File: src/rtl/ratpid_pkg.sv
// ----------------------------------------------------------------------------
// ratpid_pkg
// Types, constants and the finish-sequence microcode of the relay autotuner.
// ----------------------------------------------------------------------------
package ratpid_pkg;

  localparam int COUNT_BITS_DEF = 16;
  localparam int PC_BITS        = 6;

  localparam logic [31:0] K_AMP   = 32'd314159;     // pi scaled by 1e5
  localparam logic [31:0] K_KU    = 32'd204800000;  // 8 * 256 * 1e5
  localparam logic [31:0] K_P     = 32'd393216;     // 0.6 -> 6 * 65536 (over 10)
  localparam logic [31:0] K_TEN   = 32'd10;
  localparam logic [31:0] K_I     = 32'd786432000;  // 12 * 1000 * 65536
  localparam logic [31:0] K_D     = 32'd4915200;    // 75 * 65536
  localparam logic [31:0] K_MEGA  = 32'd1000000;

  typedef enum logic [1:0] {
    KIND_START  = 2'd0,
    KIND_SAMPLE = 2'd1,
    KIND_FINISH = 2'd2
  } kind_t;

  typedef enum logic [1:0] {
    CFG_STEP_POWER  = 2'd0,
    CFG_BAND        = 2'd1,
    CFG_TARGET_TEMP = 2'd2
  } cfg_idx_t;

  typedef enum logic [3:0] {
    OP_LOAD, OP_MUL, OP_SAVE_T, OP_SUBCHK, OP_SAVE_AR, OP_SAVE_KN,
    OP_SAVE_N, OP_DIV, OP_SKIPZ, OP_END
  } op_t;

  typedef enum logic [3:0] {
    SEL_HS, SEL_LS, SEL_SP, SEL_KN, SEL_AR, SEL_LC, SEL_HC, SEL_N1,
    SEL_SPAN, SEL_K_AMP, SEL_K_KU, SEL_K_P, SEL_K_TEN, SEL_K_I, SEL_K_D,
    SEL_K_MEGA
  } sel_t;

  typedef enum logic [1:0] {
    G_P = 2'd0,
    G_I = 2'd1,
    G_D = 2'd2
  } gsel_t;

  typedef struct packed {
    op_t   op;
    sel_t  sel;
    gsel_t gsel;
  } uop_t;

  // first step of the derivative part, target of the zero-span skip
  localparam logic [PC_BITS-1:0] PC_D_PART = PC_BITS'(27);

  function automatic uop_t uop_rom(input logic [PC_BITS-1:0] pc);
    uop_t u;
    u = '{OP_END, SEL_HS, G_P};
    case (pc)
      6'd0:  u = '{OP_LOAD,    SEL_HS,     G_P};
      6'd1:  u = '{OP_MUL,     SEL_LC,     G_P};
      6'd2:  u = '{OP_SAVE_T,  SEL_HS,     G_P};
      6'd3:  u = '{OP_LOAD,    SEL_LS,     G_P};
      6'd4:  u = '{OP_MUL,     SEL_HC,     G_P};
      6'd5:  u = '{OP_SUBCHK,  SEL_HS,     G_P};
      6'd6:  u = '{OP_MUL,     SEL_K_AMP,  G_P};
      6'd7:  u = '{OP_SAVE_AR, SEL_HS,     G_P};
      6'd8:  u = '{OP_LOAD,    SEL_SP,     G_P};
      6'd9:  u = '{OP_MUL,     SEL_HC,     G_P};
      6'd10: u = '{OP_MUL,     SEL_LC,     G_P};
      6'd11: u = '{OP_MUL,     SEL_K_KU,   G_P};
      6'd12: u = '{OP_SAVE_KN, SEL_HS,     G_P};
      6'd13: u = '{OP_MUL,     SEL_K_P,    G_P};
      6'd14: u = '{OP_SAVE_N,  SEL_HS,     G_P};
      6'd15: u = '{OP_LOAD,    SEL_AR,     G_P};
      6'd16: u = '{OP_MUL,     SEL_K_TEN,  G_P};
      6'd17: u = '{OP_DIV,     SEL_HS,     G_P};
      6'd18: u = '{OP_SKIPZ,   SEL_HS,     G_I};
      6'd19: u = '{OP_LOAD,    SEL_KN,     G_I};
      6'd20: u = '{OP_MUL,     SEL_K_I,    G_I};
      6'd21: u = '{OP_MUL,     SEL_N1,     G_I};
      6'd22: u = '{OP_SAVE_N,  SEL_HS,     G_I};
      6'd23: u = '{OP_LOAD,    SEL_AR,     G_I};
      6'd24: u = '{OP_MUL,     SEL_K_TEN,  G_I};
      6'd25: u = '{OP_MUL,     SEL_SPAN,   G_I};
      6'd26: u = '{OP_DIV,     SEL_HS,     G_I};
      6'd27: u = '{OP_LOAD,    SEL_KN,     G_D};
      6'd28: u = '{OP_MUL,     SEL_K_D,    G_D};
      6'd29: u = '{OP_MUL,     SEL_SPAN,   G_D};
      6'd30: u = '{OP_SAVE_N,  SEL_HS,     G_D};
      6'd31: u = '{OP_LOAD,    SEL_AR,     G_D};
      6'd32: u = '{OP_MUL,     SEL_K_MEGA, G_D};
      6'd33: u = '{OP_MUL,     SEL_N1,     G_D};
      6'd34: u = '{OP_DIV,     SEL_HS,     G_D};
      default: u = '{OP_END,   SEL_HS,     G_P};
    endcase
    return u;
  endfunction

endpackage

File: src/rtl/relay_autotune_pid_gains.sv
// ----------------------------------------------------------------------------
// relay_autotune_pid_gains
// Relay autotuner with hysteresis; derives Ziegler-Nichols P, I, D gains.
// ----------------------------------------------------------------------------
// Start, sample and unknown beats give their result beat from a register in the
// cycle after they are accepted. A finish beat runs a microcoded sequence of
// shift-add multiplies and saturating shift-subtract divides: each multiply is a
// fetch plus 32 steps and each divide a fetch, a range check and 32 steps. A
// finish runs 16 multiplies and 3 divides (fewer when the time span is zero,
// none when the counts already flag an error). The input is not ready while a
// finish runs or while a result beat is held without space.
module relay_autotune_pid_gains
  #(parameter int COUNT_BITS = ratpid_pkg::COUNT_BITS_DEF)
  (input  logic         clk,
   input  logic         rst,
   input  logic         s_tvalid,
   output logic         s_tready,
   input  logic [47:0]  s_tdata,   // temperature[15:0], timestamp_ms[47:16]
   input  logic [1:0]   s_tuser,   // kind[1:0]
   output logic         m_tvalid,
   input  logic         m_tready,
   output logic [103:0] m_tdata,   // power[6:0], gain_p[38:7], gain_i[70:39],
                                   // gain_d[102:71], zero pad
   output logic [1:0]   m_tuser,   // gains_valid[0], tune_error[1]
   input  logic         cfg_we,
   input  logic [1:0]   cfg_index,
   input  logic [15:0]  cfg_data);

  import ratpid_pkg::*;

  localparam int W = 2 * COUNT_BITS + 106;
  localparam logic [COUNT_BITS-1:0] CMAX = '1;

  typedef enum logic [2:0] {
    ST_IDLE, ST_FETCH, ST_MUL, ST_DIV_CHK, ST_DIV, ST_DONE
  } state_t;

  state_t state;

  logic [6:0]  step_power;
  logic [9:0]  band;
  logic [15:0] target_temp;

  logic                  heater_on;
  logic [31:0]           low_sum, high_sum, first_time, last_time;
  logic [COUNT_BITS-1:0] low_count, high_count;

  logic [W-1:0] acc, mx, tmp, kn, ar, nn, dd;
  logic [31:0]  f, q, gp, gi, gd;
  logic [4:0]   cnt;
  logic [PC_BITS-1:0] pc;
  logic         err;

  logic         out_valid_g, out_err;
  logic [6:0]   out_power;
  logic [31:0]  out_gp, out_gi, out_gd;

  logic         accept, out_free;
  logic [15:0]  temp;
  logic [31:0]  ts;
  logic         below, above;
  uop_t         u;
  logic [W-1:0] opnd_w;
  logic [31:0]  opnd32;
  logic [31:0]  span;
  logic [COUNT_BITS-1:0] n1;
  logic [W-1:0] dsh;
  logic         ge;

  assign out_free = !m_tvalid || m_tready;
  assign s_tready = (state == ST_IDLE) && out_free;
  assign accept   = s_tvalid && s_tready;
  assign temp     = s_tdata[15:0];
  assign ts       = s_tdata[47:16];
  assign below    = ({1'b0, temp} + {7'd0, band}) < {1'b0, target_temp};
  assign above    = {1'b0, temp} > ({1'b0, target_temp} + {7'd0, band});
  assign span     = last_time - first_time;
  assign n1       = low_count - COUNT_BITS'(1);
  assign u        = uop_rom(pc);
  assign dsh      = dd >> 1;
  assign ge       = (state == ST_DIV) ? (nn >= dsh) : (nn >= dd);

  always_comb begin
    case (u.sel)
      SEL_HS:  opnd_w = W'(high_sum);
      SEL_LS:  opnd_w = W'(low_sum);
      SEL_SP:  opnd_w = W'(step_power);
      SEL_KN:  opnd_w = kn;
      SEL_AR:  opnd_w = ar;
      default: opnd_w = '0;
    endcase
    case (u.sel)
      SEL_LC:     opnd32 = 32'(low_count);
      SEL_HC:     opnd32 = 32'(high_count);
      SEL_N1:     opnd32 = 32'(n1);
      SEL_SPAN:   opnd32 = span;
      SEL_K_AMP:  opnd32 = K_AMP;
      SEL_K_KU:   opnd32 = K_KU;
      SEL_K_P:    opnd32 = K_P;
      SEL_K_TEN:  opnd32 = K_TEN;
      SEL_K_I:    opnd32 = K_I;
      SEL_K_D:    opnd32 = K_D;
      SEL_K_MEGA: opnd32 = K_MEGA;
      default:    opnd32 = '0;
    endcase
  end

  always_ff @(posedge clk) begin
    if (rst) begin
      state       <= ST_IDLE;
      step_power  <= 7'd100;
      band        <= 10'd51;
      target_temp <= 16'd23296;
      heater_on   <= 1'b0;
      low_sum     <= '0;
      high_sum    <= '0;
      low_count   <= '0;
      high_count  <= '0;
      first_time  <= '0;
      last_time   <= '0;
      m_tvalid    <= 1'b0;
      pc          <= '0;
      err         <= 1'b0;
    end else begin
      if (cfg_we) begin
        case (cfg_index)
          CFG_STEP_POWER:  step_power  <= cfg_data[6:0];
          CFG_BAND:        band        <= cfg_data[9:0];
          CFG_TARGET_TEMP: target_temp <= cfg_data;
          default: ;
        endcase
      end

      if (m_tvalid && m_tready) m_tvalid <= 1'b0;

      case (state)
        ST_IDLE: begin
          if (accept) begin
            if (s_tuser == KIND_FINISH) begin
              gp <= '0;
              gi <= '0;
              gd <= '0;
              pc <= '0;
              if (low_count < COUNT_BITS'(2) || high_count == '0) begin
                err   <= 1'b1;
                state <= ST_DONE;
              end else begin
                err   <= 1'b0;
                state <= ST_FETCH;
              end
            end else begin
              logic h;
              h = heater_on;
              if (s_tuser == KIND_START) begin
                low_sum    <= '0;
                high_sum   <= '0;
                low_count  <= '0;
                high_count <= '0;
                first_time <= '0;
                last_time  <= '0;
              end else if (s_tuser == KIND_SAMPLE) begin
                if (below) begin
                  if (!heater_on && low_count != CMAX) begin
                    if (low_count == '0) first_time <= ts;
                    last_time <= ts;
                    low_count <= low_count + COUNT_BITS'(1);
                    low_sum   <= low_sum + 32'(temp);
                  end
                  h = 1'b1;
                end else if (above) begin
                  if (heater_on && high_count != CMAX) begin
                    high_count <= high_count + COUNT_BITS'(1);
                    high_sum   <= high_sum + 32'(temp);
                  end
                  h = 1'b0;
                end
              end
              heater_on   <= h;
              m_tvalid    <= 1'b1;
              out_power   <= h ? step_power : 7'd0;
              out_valid_g <= 1'b0;
              out_err     <= 1'b0;
              out_gp      <= '0;
              out_gi      <= '0;
              out_gd      <= '0;
            end
          end
        end

        ST_FETCH: begin
          // a divide keeps its step so gsel stays valid until it ends
          if (u.op != OP_DIV) pc <= pc + PC_BITS'(1);
          case (u.op)
            OP_LOAD:    acc <= opnd_w;
            OP_MUL: begin
              mx    <= acc;
              acc   <= '0;
              f     <= opnd32;
              cnt   <= '0;
              state <= ST_MUL;
            end
            OP_SAVE_T:  tmp <= acc;
            OP_SUBCHK: begin
              if (tmp > acc) acc <= tmp - acc;
              else begin
                err   <= 1'b1;
                state <= ST_DONE;
              end
            end
            OP_SAVE_AR: ar <= acc;
            OP_SAVE_KN: kn <= acc;
            OP_SAVE_N:  nn <= acc;
            OP_DIV: begin
              dd    <= acc << 32;
              state <= ST_DIV_CHK;
            end
            OP_SKIPZ: begin
              if (span == '0) begin
                gi <= '1;
                pc <= PC_D_PART;
              end
            end
            default: state <= ST_DONE;
          endcase
        end

        ST_MUL: begin
          // shift-add, factor MSB first
          acc <= (acc << 1) + (f[31] ? mx : '0);
          f   <= f << 1;
          cnt <= cnt + 5'd1;
          if (cnt == 5'd31) state <= ST_FETCH;
        end

        ST_DIV_CHK: begin
          q   <= '0;
          cnt <= '0;
          if (ge) begin
            case (u.gsel)
              G_P:     gp <= '1;
              G_I:     gi <= '1;
              default: gd <= '1;
            endcase
            pc    <= pc + PC_BITS'(1);
            state <= ST_FETCH;
          end else begin
            state <= ST_DIV;
          end
        end

        ST_DIV: begin
          logic [31:0] qn;
          qn = {q[30:0], ge};
          dd <= dsh;
          if (ge) nn <= nn - dsh;
          q   <= qn;
          cnt <= cnt + 5'd1;
          if (cnt == 5'd31) begin
            case (u.gsel)
              G_P:     gp <= qn;
              G_I:     gi <= qn;
              default: gd <= qn;
            endcase
            pc    <= pc + PC_BITS'(1);
            state <= ST_FETCH;
          end
        end

        ST_DONE: begin
          if (out_free) begin
            m_tvalid    <= 1'b1;
            out_power   <= heater_on ? step_power : 7'd0;
            out_valid_g <= !err;
            out_err     <= err;
            out_gp      <= err ? '0 : gp;
            out_gi      <= err ? '0 : gi;
            out_gd      <= err ? '0 : gd;
            state       <= ST_IDLE;
          end
        end

        default: state <= ST_IDLE;
      endcase
    end
  end

  assign m_tdata = {1'b0, out_gd, out_gi, out_gp, out_power};
  assign m_tuser = {out_err, out_valid_g};

  a_busy_not_ready: assert property (@(posedge clk) disable iff (rst)
    state != ST_IDLE |-> !s_tready)
    else $error("input ready while a finish runs");

  a_flags_exclusive: assert property (@(posedge clk) disable iff (rst)
    m_tvalid |-> !(m_tuser[0] && m_tuser[1]))
    else $error("gains_valid and tune_error both set");

  a_gains_zero: assert property (@(posedge clk) disable iff (rst)
    (m_tvalid && !m_tuser[0]) |-> (m_tdata[102:7] == '0))
    else $error("nonzero gains on a result without valid gains");

  a_finish_busy: assert property (@(posedge clk) disable iff (rst)
    (s_tvalid && s_tready && s_tuser == KIND_FINISH) |=> !s_tready)
    else $error("ready right after a finish beat");

endmodule
File: config.mk
export PLATFORM = sky130hd
export DESIGN_NAME = relay_autotune_pid_gains
export DESIGN_NICKNAME = d
export VERILOG_FILES = /design/src/rtl/ratpid_pkg.sv /design/src/rtl/relay_autotune_pid_gains.sv
export SDC_FILE = /design/constraint.sdc
export NUM_CORES = 2
export LEC_CHECK = 0
export BUFFER_PORTS_ARGS = -buffer_cell sky130_fd_sc_hd__buf_4
export CAP_MARGIN = 20
export CORE_ASPECT_RATIO = 1.5
export CORE_MARGIN = 8
export CORE_UTILIZATION = 35
export DETAILED_ROUTE_END_ITERATION = 10
export PLACE_DENSITY = 0.47
export RECOVER_POWER = 25
export SYNTH_ARGS = -nofsm -noshare
export SYNTH_HDL_FRONTEND = slang
export SYNTH_SLANG_ARGS = --single-unit
File: constraint.sdc
create_clock -name clk -period 46.8 [get_ports clk]
set_clock_uncertainty 0.2 [all_clocks]
set_input_delay 0 -clock clk [delete_from_list [all_inputs] [get_ports clk]]
set_output_delay 0 -clock clk [all_outputs]
set_load 0.05 [all_outputs]
==> impl_metrics.toml <==
[route]
drc = 0
routed-via-count = 73900
avgRoutedWirePerCell_um = 25.8
drt_iter0_markers = 4884
viasPerCell = 5.65
ant_nets = 0
wl_um = 338000
dr.pass1.iters = 6

[synth]
async_flop_share_pct = 0
synth_ff_type = "edfxtp_1"
synthesis.instances = 9385
netlist_area_um2 = 90500
yosysWarningCount = 0
yosys_register_bits = 1450
synth-seq-area-share_pct = 45.8
syn_area_per_cell_um2 = 9.64
yosysUniqueCellTypes = 95
synth_edf_count = 1235
mappedNetlistNets = 10100

[critical_path]
endpoint_kind = "register"
cp_cell_sequence = "ha_1 -> fa_1 -> nor2b_1 -> o21ai_0 -> a21oi_1 -> o211ai_1 -> o221ai_1 -> o31ai_1 -> a21oi_1 -> a21boi_1 -> o31ai_1 -> a21o_1 -> a211o_1 -> a31oi_1 -> o22a_1 -> a21oi_4 -> buf_4 -> buf_4"
path_class = "reg -> reg"
critPathTopFamily = "compound AO/OA/AOI/OAI gates"
required_ps = 47070
crit_fanout = 62
critPathArrivalTime_ps = 8830
cpPeakStageDelay_ps = 860
crit_path_start_kind = "register"
slowest_stage = "buf_4"
crit_buf_inv = 2

[clock_network]
clockBufferDepth = 4
cts.sinks = 1450
ctsResizeCount = 0
cts_inserted_buffers = 169
cts-root-buf = "clkbuf_16"
ctsHoldBuffers = 165
cts_max_level = 4
cts_setup_buffers = 0
clock_latency_ps = 890
tritoncts = "done"
clk_pin_slew_worst_paths_ps = 60

[floorplanning]
coreArea_um2 = 257000
die_y_um = 639
die_area_um2 = 275000
io_pins = 181
die_w_um = 431
initial_utilization_pct = 35.2
row_count = 228

[grt]
grt_overflow_total = 0
grtUsageTotal_pct = 23.5
antenna_found_initial = 9
grt_max_degree = 143
grt_use_met2_pct = 43.9
grt_pass1_wl_um = 494000
first_global_vias = 75400
use_met3_pct = 2.69
grt-busiest-layer = "met2"
use_met1_pct = 23.8

[timing]
rsz0062_at_grt = "false"
min_period_ps = 8560
setup-violations-final = 0
slew_violations = 134
period_share_pct = 18.3
setup_tns_ps = 0
worst_pin_slew_ps = 2620
fmax_ghz = 0.117
worst_slack_ps = 38240
maxSlewHeadroom_pct = -75.0
hold_viol_final = 0

[place]
dp_slack_ps = 38330
numPortBuffers = 179
dp_hpwl_um = 252000
gp_congestion = 0.963

[power]
ir_worst_vdd_mv = 0.0333
p_per_area_nw_per_um2 = 46.8
leakagePower_nw = 39.4

[finish]
nNetsFinal = 10300
drive_above_1_share_pct = 5.11
final_util_pct = 39.6
syn2layout_area_growth_pct = 12.6

[run_status]
outcome = "complete, but fails checks"
violations = "capacitance limit, slew limit"

[job]
drv_cap = 4

[worst_hold_path]
hold_class = "in -> reg"
[synthesized netlist by cell type (all sizes together) (14+ instances only)]
| master | instances | area share (%) |
|---|---|---|
| a21boi | 36 | 0.30 |
| o21ai | 689 | 3.8 |
| nor3 | 139 | 0.77 |
| dfxtp | 215 | 4.8 |
| nand3 | 178 | 0.98 |
| o21a | 83 | 0.69 |
| and3 | 57 | 0.39 |
| xnor2 | 310 | 3.0 |
| nor2b | 90 | 0.62 |
| nor2 | 568 | 2.4 |
| ha | 678 | 9.4 |
| o21bai | 143 | 1.2 |
| xor2 | 213 | 2.1 |
| a211o | 26 | 0.25 |
| or4 | 20 | 0.17 |
| a22o | 81 | 0.78 |
| o22ai | 40 | 0.28 |
| a22oi | 131 | 1.1 |
| a31o | 20 | 0.19 |
| nor4 | 53 | 0.37 |
| and2 | 267 | 1.8 |
| o211ai | 54 | 0.45 |
| a221oi | 93 | 0.91 |
| buf | 40 | 0.22 |
| and4 | 14 | 0.14 |
| nand2b | 61 | 0.42 |
| a31oi | 93 | 0.64 |
| nand3b | 17 | 0.14 |
| o31ai | 39 | 0.32 |
| a2111oi | 16 | 0.16 |
| nand4 | 231 | 1.6 |
| clkbuf | 447 | 1.9 |
| o221ai | 21 | 0.20 |
| a41oi | 15 | 0.15 |
| mux2i | 24 | 0.27 |
| or3 | 46 | 0.32 |
| or2 | 16 | 0.11 |
| inv | 554 | 2.3 |
| nand2 | 893 | 3.7 |
| a211oi | 50 | 0.41 |
| a21oi | 925 | 5.1 |
| a21o | 319 | 2.6 |
| edfxtp | 1235 | 41 |
[through the flow]
step	hold slack, ps	power, mW	cells	instance area, µm²
2_1_floorplan	-82.2	2.80	9385	90500
6_report	39.1	4.77	13100	102000
3_5_place_dp	7.24	3.46	12600	95200
5_1_grt	73.4	4.97	13100	102000
3_3_place_gp	2.90	3.45	12600	95200
4_1_cts	4.47	4.82	13100	102000
[report_power, final]
part	switching [mW]	leakage [nW]	internal, mW
Combinational	1.22	23.8	0.514
Clock	0.571	2.60	0.762
Sequential	0.0976	13.0	1.60
[layout by cell type, fill, tap and decap left out, types with 164 or more instances in the layout]
| cell type | Yosys | routed |
|---|---|---|
| ha_1 | 678 | 678 |
| nand4_1 | 231 | 231 |
| xnor2_1 | 310 | 310 |
| nor2_1 | 568 | 562 |
| nand3_1 | 178 | 177 |
| o21ai_0 | 674 | 674 |
| clkbuf_16 | 0 | 174 |
| a21o_1 | 319 | 319 |
| xor2_1 | 213 | 213 |
| edfxtp_1 | 1235 | 1235 |
| dlygate4sd3_1 | 0 | 164 |
| inv_1 | 553 | 553 |
| and2_1 | 266 | 263 |
| nand2_1 | 893 | 890 |
| a21oi_1 | 924 | 918 |
| dfxtp_1 | 215 | 215 |
[worst paths after layout]
check | from | to | slack (ps) | depth (start not counted)
setup reg to reg | dd[1] | nn[130] | 38240 | 18
hold reg to reg | first_time[5] | first_time[5] | 250 | 2
hold / removal | s_tdata[1] | high_sum[1] | 40 | 5
setup / recovery | dd[1] | nn[130] | 38240 | 18
[cell type report]
cell class              instances  area, µm²
repair buffers                434       3340
multi-input cells            6894      45400
inverters                     554       2080
fillers                     25700     155000
clock buffers                 216       4580
flip-flops and latches       1450      41400
well taps                    3450       4320
clock inverters                81        748
diodes                          9       22.5
[worst min-delay path, cell delays in order]
cell	delay (ps)
dlygate4sd3_1	540
buf_4	190
fa_1	180
a31oi_1	70
nor2_1	80
[cell families after synthesis]
group                      count (synthesis)  share of synthesized area, %
xor gates and xnor gates                 523                          5.06
buffers and inverters                   1041                          4.37
AOI/OAI and AO/OA                       2971                          20.7
other                                      1                       0.00415
adders and majority gates                687                          9.57
DFF                                     1450                          45.8
and+or+nand+nor                         2686                          14.3
muxes                                     26                         0.290
[registers in the layout (all words and copies together), names as in the netlist, 10 cells and up]
name and cells:
out_gp 32, u 10, f 32, acc 138, first_time 32, gi 32
tmp 138, last_time 32, nn 138, ar 138, low_count 16, low_sum 32
high_sum 32, gp 32, target_temp 16, out_gd 32, high_count 16, kn 138
q 31, dd 138, gd 32, mx 138, out_gi 32, band 10
[routing by layer]
| layer | vias to the layer above | wire (µm) |
|---|---|---|
| met5 | - | 33 |
| met4 | 4 | 31100 |
| met3 | 784 | 12700 |
| met2 | 2031 | 175000 |
| met1 | 36200 | 120000 |
| li1 | 34900 | - |
No activity file was read; power rests on OpenSTA's default activity.
